`src/rtl/erseq_pkg.sv`:
```
package erseq_pkg;

  localparam int TRACK_COUNT = 8;
  localparam int MAX_STEPS   = 16;

  localparam int MASK_W     = 8;
  localparam int STEP_W     = 24;
  localparam int PATTERN_W  = 14;
  localparam int CFG_ADDR_W = 8;

  localparam int NF_W = 5;
  localparam int KF_W = 5;
  localparam int R_W  = 4;

  localparam logic [PATTERN_W-1:0] RESET_PATTERN = PATTERN_W'(144);

  localparam int TRK_W  = (TRACK_COUNT > 1) ? $clog2(TRACK_COUNT) : 1;
  localparam int N_W    = $clog2(MAX_STEPS + 1);
  localparam int REM_W  = $clog2(MAX_STEPS);
  localparam int PROD_W = REM_W + N_W;
  localparam int X_W    = STEP_W + 1;
  localparam int CNT_W  = $clog2(X_W);

  typedef enum logic [2:0] {
    S_IDLE,
    S_LOAD,
    S_DIV,
    S_MUL,
    S_RED,
    S_NEXT,
    S_DONE
  } state_t;

endpackage

```
`src/rtl/euclidean_rhythm_sequencer.sv`:
```
// A new step raises its trigger mask once every track has been visited in turn; a silent
// track goes straight to the next, an active one runs divide, multiply and reduce on one
// shared remainder unit. The next request is taken only once the sweep is done and the
// previous mask has been taken; a repeated step number is accepted while idle and starts no work.
// Reset clears the sequencer, the last-step record and the output valid flag, and sets
// every track pattern to sixteen steps, four triggers, no rotation.
module euclidean_rhythm_sequencer
  import erseq_pkg::*;
(
  input  logic                  clk,
  input  logic                  rst,
  input  logic                  step_valid,
  output logic                  step_ready,
  input  logic [STEP_W-1:0]     step_count,
  output logic                  trig_valid,
  input  logic                  trig_ready,
  output logic [MASK_W-1:0]     trigger_mask,
  output logic [STEP_W-1:0]     step_echo,
  input  logic                  cfg_valid,
  output logic                  cfg_ready,
  input  logic [CFG_ADDR_W-1:0] cfg_addr,
  input  logic [PATTERN_W-1:0]  cfg_data
);

  state_t state, state_next;

  logic [PATTERN_W-1:0]   pattern [TRACK_COUNT];
  logic [STEP_W-1:0]      last_step;
  logic                   last_valid;
  logic [STEP_W-1:0]      cur_step;
  logic [TRK_W-1:0]       trk;
  logic [N_W-1:0]         n;
  logic [N_W-1:0]         k;
  logic                   active;
  logic [X_W-1:0]         sh;
  logic [REM_W-1:0]       rem;
  logic [CNT_W-1:0]       cnt;
  logic [TRACK_COUNT-1:0] fires;

  logic [NF_W-1:0]        nf;
  logic [KF_W-1:0]        kf;
  logic [R_W-1:0]         rf;
  logic [N_W-1:0]         n_sat;
  logic [N_W-1:0]         k_clamp;
  logic [REM_W:0]         shifted;
  logic [REM_W-1:0]       rem_step;
  logic [MASK_W-1:0]      mask_value;
  logic                   accept;
  logic                   repeat_step;
  logic                   out_free;
  logic                   load_out;
  logic                   last_track;

  assign accept      = step_valid && step_ready;
  assign repeat_step = last_valid && (step_count == last_step);
  assign out_free    = !trig_valid || trig_ready;
  assign last_track  = (trk == TRK_W'(TRACK_COUNT - 1));
  assign cfg_ready   = 1'b1;

  // Field decode and clamping of the track currently visited.
  always_comb begin
    nf = pattern[trk][NF_W-1:0];
    kf = pattern[trk][NF_W+KF_W-1:NF_W];
    rf = pattern[trk][NF_W+KF_W+R_W-1:NF_W+KF_W];
    if (32'(nf) > MAX_STEPS) begin
      n_sat = N_W'(MAX_STEPS);
    end else begin
      n_sat = N_W'(nf);
    end
    if (32'(kf) > 32'(n_sat)) begin
      k_clamp = n_sat;
    end else begin
      k_clamp = N_W'(kf);
    end
  end

  // Shared remainder step: bring in one bit, subtract n if it fits.
  always_comb begin
    shifted = {rem, sh[X_W-1]};
    if (shifted >= (REM_W+1)'(n)) begin
      rem_step = REM_W'(shifted - (REM_W+1)'(n));
    end else begin
      rem_step = REM_W'(shifted);
    end
  end

  always_comb begin
    for (int i = 0; i < MASK_W; i++) begin
      mask_value[i] = (i < TRACK_COUNT) ? fires[i % TRACK_COUNT] : 1'b0;
    end
  end

  always_comb begin
    state_next = state;
    unique case (state)
      S_IDLE: begin
        if (step_valid && !repeat_step) begin
          state_next = S_LOAD;
        end
      end
      S_LOAD: begin
        if (n_sat == '0 || k_clamp == '0) begin
          state_next = S_NEXT;
        end else begin
          state_next = S_DIV;
        end
      end
      S_DIV: begin
        if (cnt == '0) begin
          state_next = S_MUL;
        end
      end
      S_MUL: state_next = S_RED;
      S_RED: begin
        if (cnt == '0) begin
          state_next = S_NEXT;
        end
      end
      S_NEXT: begin
        if (last_track) begin
          state_next = S_DONE;
        end else begin
          state_next = S_LOAD;
        end
      end
      S_DONE: begin
        if (out_free) begin
          state_next = S_IDLE;
        end
      end
      default: state_next = S_IDLE;
    endcase
  end

  always_comb begin
    step_ready = (state == S_IDLE);
    load_out   = (state == S_DONE) && out_free;
  end

  always_ff @(posedge clk) begin
    if (rst) begin
      state <= S_IDLE;
    end else begin
      state <= state_next;
    end
  end

  always_ff @(posedge clk) begin
    if (rst) begin
      for (int i = 0; i < TRACK_COUNT; i++) begin
        pattern[i] <= RESET_PATTERN;
      end
    end else if (cfg_valid && cfg_ready && (cfg_addr < CFG_ADDR_W'(TRACK_COUNT))) begin
      pattern[cfg_addr[TRK_W-1:0]] <= cfg_data;
    end
  end

  always_ff @(posedge clk) begin
    if (rst) begin
      last_step  <= '0;
      last_valid <= 1'b0;
    end else if (accept && !repeat_step) begin
      last_step  <= step_count;
      last_valid <= 1'b1;
    end
  end

  always_ff @(posedge clk) begin
    if (rst) begin
      trig_valid <= 1'b0;
    end else if (load_out) begin
      trig_valid <= 1'b1;
    end else if (trig_ready) begin
      trig_valid <= 1'b0;
    end
  end

  always_ff @(posedge clk) begin
    if (load_out) begin
      trigger_mask <= mask_value;
      step_echo    <= cur_step;
    end
  end

  always_ff @(posedge clk) begin
    if (rst) begin
      trk <= '0;
    end else begin
      unique case (state)
        S_IDLE: trk <= '0;
        S_NEXT: begin
          if (!last_track) begin
            trk <= trk + TRK_W'(1);
          end
        end
        S_LOAD, S_DIV, S_MUL, S_RED, S_DONE: trk <= trk;
        default: trk <= '0;
      endcase
    end
  end

  // The remainder of s + 16n - r by n equals ((s mod n) - r) mod n.
  always_ff @(posedge clk) begin
    unique case (state)
      S_IDLE: begin
        if (accept) begin
          cur_step <= step_count;
        end
      end
      S_LOAD: begin
        n      <= n_sat;
        k      <= k_clamp;
        active <= (n_sat != '0) && (k_clamp != '0);
        sh     <= {1'b0, cur_step} + (X_W'(n_sat) << R_W) - X_W'(rf);
        rem    <= '0;
        cnt    <= CNT_W'(X_W - 1);
      end
      S_DIV, S_RED: begin
        rem <= rem_step;
        sh  <= sh << 1;
        cnt <= cnt - CNT_W'(1);
      end
      S_MUL: begin
        sh  <= {PROD_W'(rem) * PROD_W'(k), (X_W-PROD_W)'(0)};
        rem <= '0;
        cnt <= CNT_W'(PROD_W - 1);
      end
      S_NEXT: begin
        fires[trk] <= active && (N_W'(rem) < k);
      end
      S_DONE: begin
      end
      default: begin
      end
    endcase
  end

`ifndef SYNTH
  a_rem_below_n: assert property (@(posedge clk) disable iff (rst)
    (state == S_DIV || state == S_RED) |-> ((N_W+1)'(rem) < (N_W+1)'(n)))
    else $error("remainder not below step count");

  a_new_step_starts: assert property (@(posedge clk) disable iff (rst)
    (accept && !repeat_step) |=> (state == S_LOAD && trk == '0))
    else $error("new step did not start the track sweep");

  a_repeat_no_work: assert property (@(posedge clk) disable iff (rst)
    (accept && repeat_step) |=> (state == S_IDLE))
    else $error("repeated step started work");

  a_out_from_done: assert property (@(posedge clk) disable iff (rst)
    $rose(trig_valid) |-> ($past(state) == S_DONE))
    else $error("result raised outside the done state");

  a_trk_range: assert property (@(posedge clk) disable iff (rst)
    (32'(trk) < TRACK_COUNT))
    else $error("track index out of range");
`endif

endmodule

```
`config.mk`:
```
export PLATFORM = sky130hd
export DESIGN_NAME = euclidean_rhythm_sequencer
export DESIGN_NICKNAME = d
export VERILOG_FILES = /design/src/rtl/erseq_pkg.sv /design/src/rtl/euclidean_rhythm_sequencer.sv
export SDC_FILE = /design/constraint.sdc
export NUM_CORES = 1
export LEC_CHECK = 0
export ABC_AREA = 1
export ABC_CLOCK_PERIOD_IN_PS = 10800
export BUFFER_PORTS_ARGS = -buffer_cell sky130_fd_sc_hd__buf_2
export CAP_MARGIN = 10
export CORE_ASPECT_RATIO = 1.5
export CORE_MARGIN = 2
export CORE_UTILIZATION = 65
export CTS_CLUSTER_DIAMETER = 30
export DETAILED_ROUTE_END_ITERATION = 8
export GPL_ROUTABILITY_DRIVEN = 0
export GPL_TIMING_DRIVEN = 0
export PLACE_DENSITY_LB_ADDON = 0.05
export REMOVE_ABC_BUFFERS = 1
export SYNTH_ARGS = -nofsm -noshare
export SYNTH_HDL_FRONTEND = slang
export SYNTH_SLANG_ARGS = --single-unit
```
`constraint.sdc`:
```
create_clock -name clk -period 10.8 [get_ports clk]
set_input_delay 0 -clock clk [delete_from_list [all_inputs] [get_ports clk]]
set_output_delay 0 -clock clk [all_outputs]
set_load 0.01 [all_outputs]
```
==> metrics.csv <==
stage,metric,value,unit
grt,grt.total_usage,0.300,
timing,worst_slack,5590,ps
placement,place_ws,5660,ps
power,peakVddDrop,178,uV
timing,slew_viol_final,0,
synth,synth_seq_cells,256,
timing,slew_headroom,0.241,
critical_path,ff2ff_setup_slack,5590,ps
timing,fin_crit,5210,ps
floorplan,initial_core_util,0.663,
run,cap_viol_max_count,0,
clock_network,cts_tree,done,
grt,grt_overflow_total,0,
synth,syn_area,13100,um2
timing,clock_skew,13.0,ps
finish,area_growth,17.6,%
synth,synth-main-ff-cell,edfxtp_1,
clock_network,clkTransAtPathRegs,50,ps
clock_network,cts_buffer_depth,3,
finish,final_common_cell,nand2_1,
floorplan,die_w,120,um
drt,drtPass1Iterations,7,
grt,grt_pass1_wl,50000,um
timing,final.setup.tns,0,ps
clock_network,clockRootBuffer,clkbuf_16,
power,power_density,292,nW/um2
grt,grt_start_max_net_pins,57,
power,finalPower,4.51,mW
placement,hpwlAfterDp,21000,um
critical_path,cpPeakStageDelay,1070,ps
synth,async_flop_share,0,
critical_path,crit_type,register to register,
finish,regArea,7340,um2
critical_path,crit_required,11060,ps
finish,drive_gt1_frac,0.110,
drt,drtIter0Drc,569,
critical_path,path_cells,"inv_2, nand3_1, nand2_1, nand2_1, nand2_1, inv_1, nand2_1, nor3_2, nor2_1, inv_1, nand2_1, ha_1, inv_1, ha_1, inv_1, o21ai_0, a21oi_1, o21ai_0, nand2_1, nand2_1, nand2_1, nand2_1, o221ai_1",
drt,drc,0,
placement,port_buffers,84,
critical_path,cp_max_fo,29,
critical_path,cp.arrival,5470,ps
floorplan,die_y,178,um
drt,via_count,10100,
clock_network,insertion_delay,530,ps
drt,vias_per_cell,5.52,
timing,min_period_over_period,0.483,
finish,stdcell_count,1831,
timing,fmax,192,MHz
outcome,status,"finished, final reports clean",
timing,finalHoldViolations,0,
synth,yosysUniqueCellTypes,49,
grt,grt_antenna_before_repair,0,
min_path,hold_path_class,primary input to register,
drt,wirelength,31400,um
finish,antennaDiodeCount,0,
critical_path,critPathCaptureType,register,
clock_network,clkSinkCount,256,
critical_path,critPathMostFrequentCell,nand2_1,
floorplan,core.rowCount,63,
finish,fin_nets,1667,
placement,placed_cells,1715,
synth,yosys_warnings,0,
synth,yosysSeqAreaShare,0.559,
finish,layout_common_cells,"nand2_1 (268), nor2_1 (247), edfxtp_1 (221)",
critical_path,critPathLaunchType,register,
synth,netlist_instances,1408,
power,p_leak,6.80,nW
drt,ant_nets,0,
floorplan,die_area,21400,um2
critical_path,cp_slowest_cell,dfxtp_1,
clock_network,cts_buffers,37,
timing,worst_pin_slew,1140,ps
finish,multi_input_area,4840,um2
synth,synth_edf_count,221,
clock_network,cts_htree_levels,2,
floorplan,ios,86,
timing,rsz0062_at_grt,false,
synth,postSynthAreaPerCell,9.32,um2
timing,setup_violations,0,
finish,fillCellCount,1294,
grt,grt_pass1_vias,10500,
floorplan,core,19800,um2
drt,wl_per_cell,17.1,um
[state kept, by name, indices dropped and copies added (netlist names), named ones only]
name / cells
last_step: 24
cur_step: 24
active: 1
cnt: 5
k: 5
state: 3
pattern: 112
rem: 4
last_valid: 1
sh: 25
n: 5
fires: 8
trk: 3
step_echo: 24
trig_valid: 1
trigger_mask: 8
[metrics by stage]
| step | utilization | cell area (um2) | hold WS, ps |
|---|---|---|---|
| 3_5_place_dp | 0.693 | 13700 | 202 |
| 5_1_grt | 0.780 | 15400 | 211 |
| 4_1_cts | 0.779 | 15400 | 101 |
| 3_3_place_gp | 0.690 | 13600 | 194 |
| 6_report | 0.780 | 15400 | 137 |
| 2_1_floorplan | - | 12900 | 69.1 |
[cell type report]
class                           count  area share
Clock buffer                       44      0.0630
Inverter                          195      0.0474
Clock inverter                     23      0.0154
Sequential cell                   256       0.475
Multi-Input combinational cell    916       0.313
Timing Repair Buffer              137      0.0643
Tap cell                          260      0.0211
[final timing paths]
check / from / to / cells after the start
setup / recovery: register / sh[19] / 23
hold / removal: cfg_addr[4] / pattern[7][4] / 6
setup reg to reg: register / sh[19] / 23
hold reg to reg: fires[3] / trigger_mask[3] / 0
[per-layer routing]
| metal | wire length, um | global-route usage | part of all wire |
|---|---|---|---|
| met5 | 0 | 0 | 0 |
| met4 | 1390 | 0.160 | 0.044 |
| met3 | 1290 | 0.0412 | 0.041 |
| met2 | 17600 | 0.579 | 0.56 |
| met1 | 11100 | 0.309 | 0.35 |
[power breakdown]
part           switching [mW]  internal [mW]
Clock                   0.461          0.709
Sequential              0.147           1.38
Combinational            1.15          0.650
Total                    1.76           2.74
[Yosys cell counts, types with 2 or more instances]
cell       instances  share of area
a211oi_1           3         0.0017
o31ai_1            2         0.0011
dfxtp_1           35          0.053
o21a_1             2         0.0011
o211ai_1           3         0.0017
ha_1              65          0.062
nand2_1          268          0.077
nor2_1           248          0.071
fa_1               8          0.012
nor3b_1            3         0.0017
o221ai_1           4         0.0027
buf_4              3         0.0017
nor2_2             3         0.0014
a21o_1             3         0.0017
a21boi_0           3         0.0017
edfxtp_1         221           0.51
nor3_1            13         0.0050
inv_2              3        0.00086
buf_2             11         0.0042
nand4_1            3         0.0014
a22oi_1            4         0.0023
nor4_1             3         0.0014
a21oi_1           62          0.024
o22ai_1            4         0.0019
nand2_2            2        0.00095
inv_1            192          0.055
o21ai_0           84          0.032
clkbuf_1          20         0.0057
buf_6              6         0.0051
o21ai_1           14         0.0053
o2111ai_1          2         0.0013
or2_2             11         0.0052
nand3_1           49          0.019
and3_1             2        0.00095
o21bai_1           2         0.0011
a22o_1            10         0.0067
xor2_1            15          0.010
xnor2_1           11         0.0073
[repair_timing]
item,in CTS,in global routing
endpoints found under the setup margin,0,0
gates resized for setup,0,0
hold buffers,48,0
buffers inserted,0,0
endpoints found under the hold margin,179,0
[kinds of logic (layout without fill, tap and decap cells)]
logic type      Yosys count  count (layout)  share of synthesized area
simple gates            609             609                      0.187
flops                   256             256                      0.559
buf+inv                 236             399                     0.0728
compound gates          207             207                     0.0894
fa+ha+maj                73              73                     0.0742
xor+xnor                 26              26                     0.0173
other cells               1               1                   0.000286
[critical path: cells and delay by family, from the launching register on]
kind            cells  cell delay (ps)
flops               1             1070
compound gates      4             1240
simple gates       12             1200
fa+ha+maj           2              620
buf+inv             5              820
No activity file was read; power rests on OpenSTA's default activity.
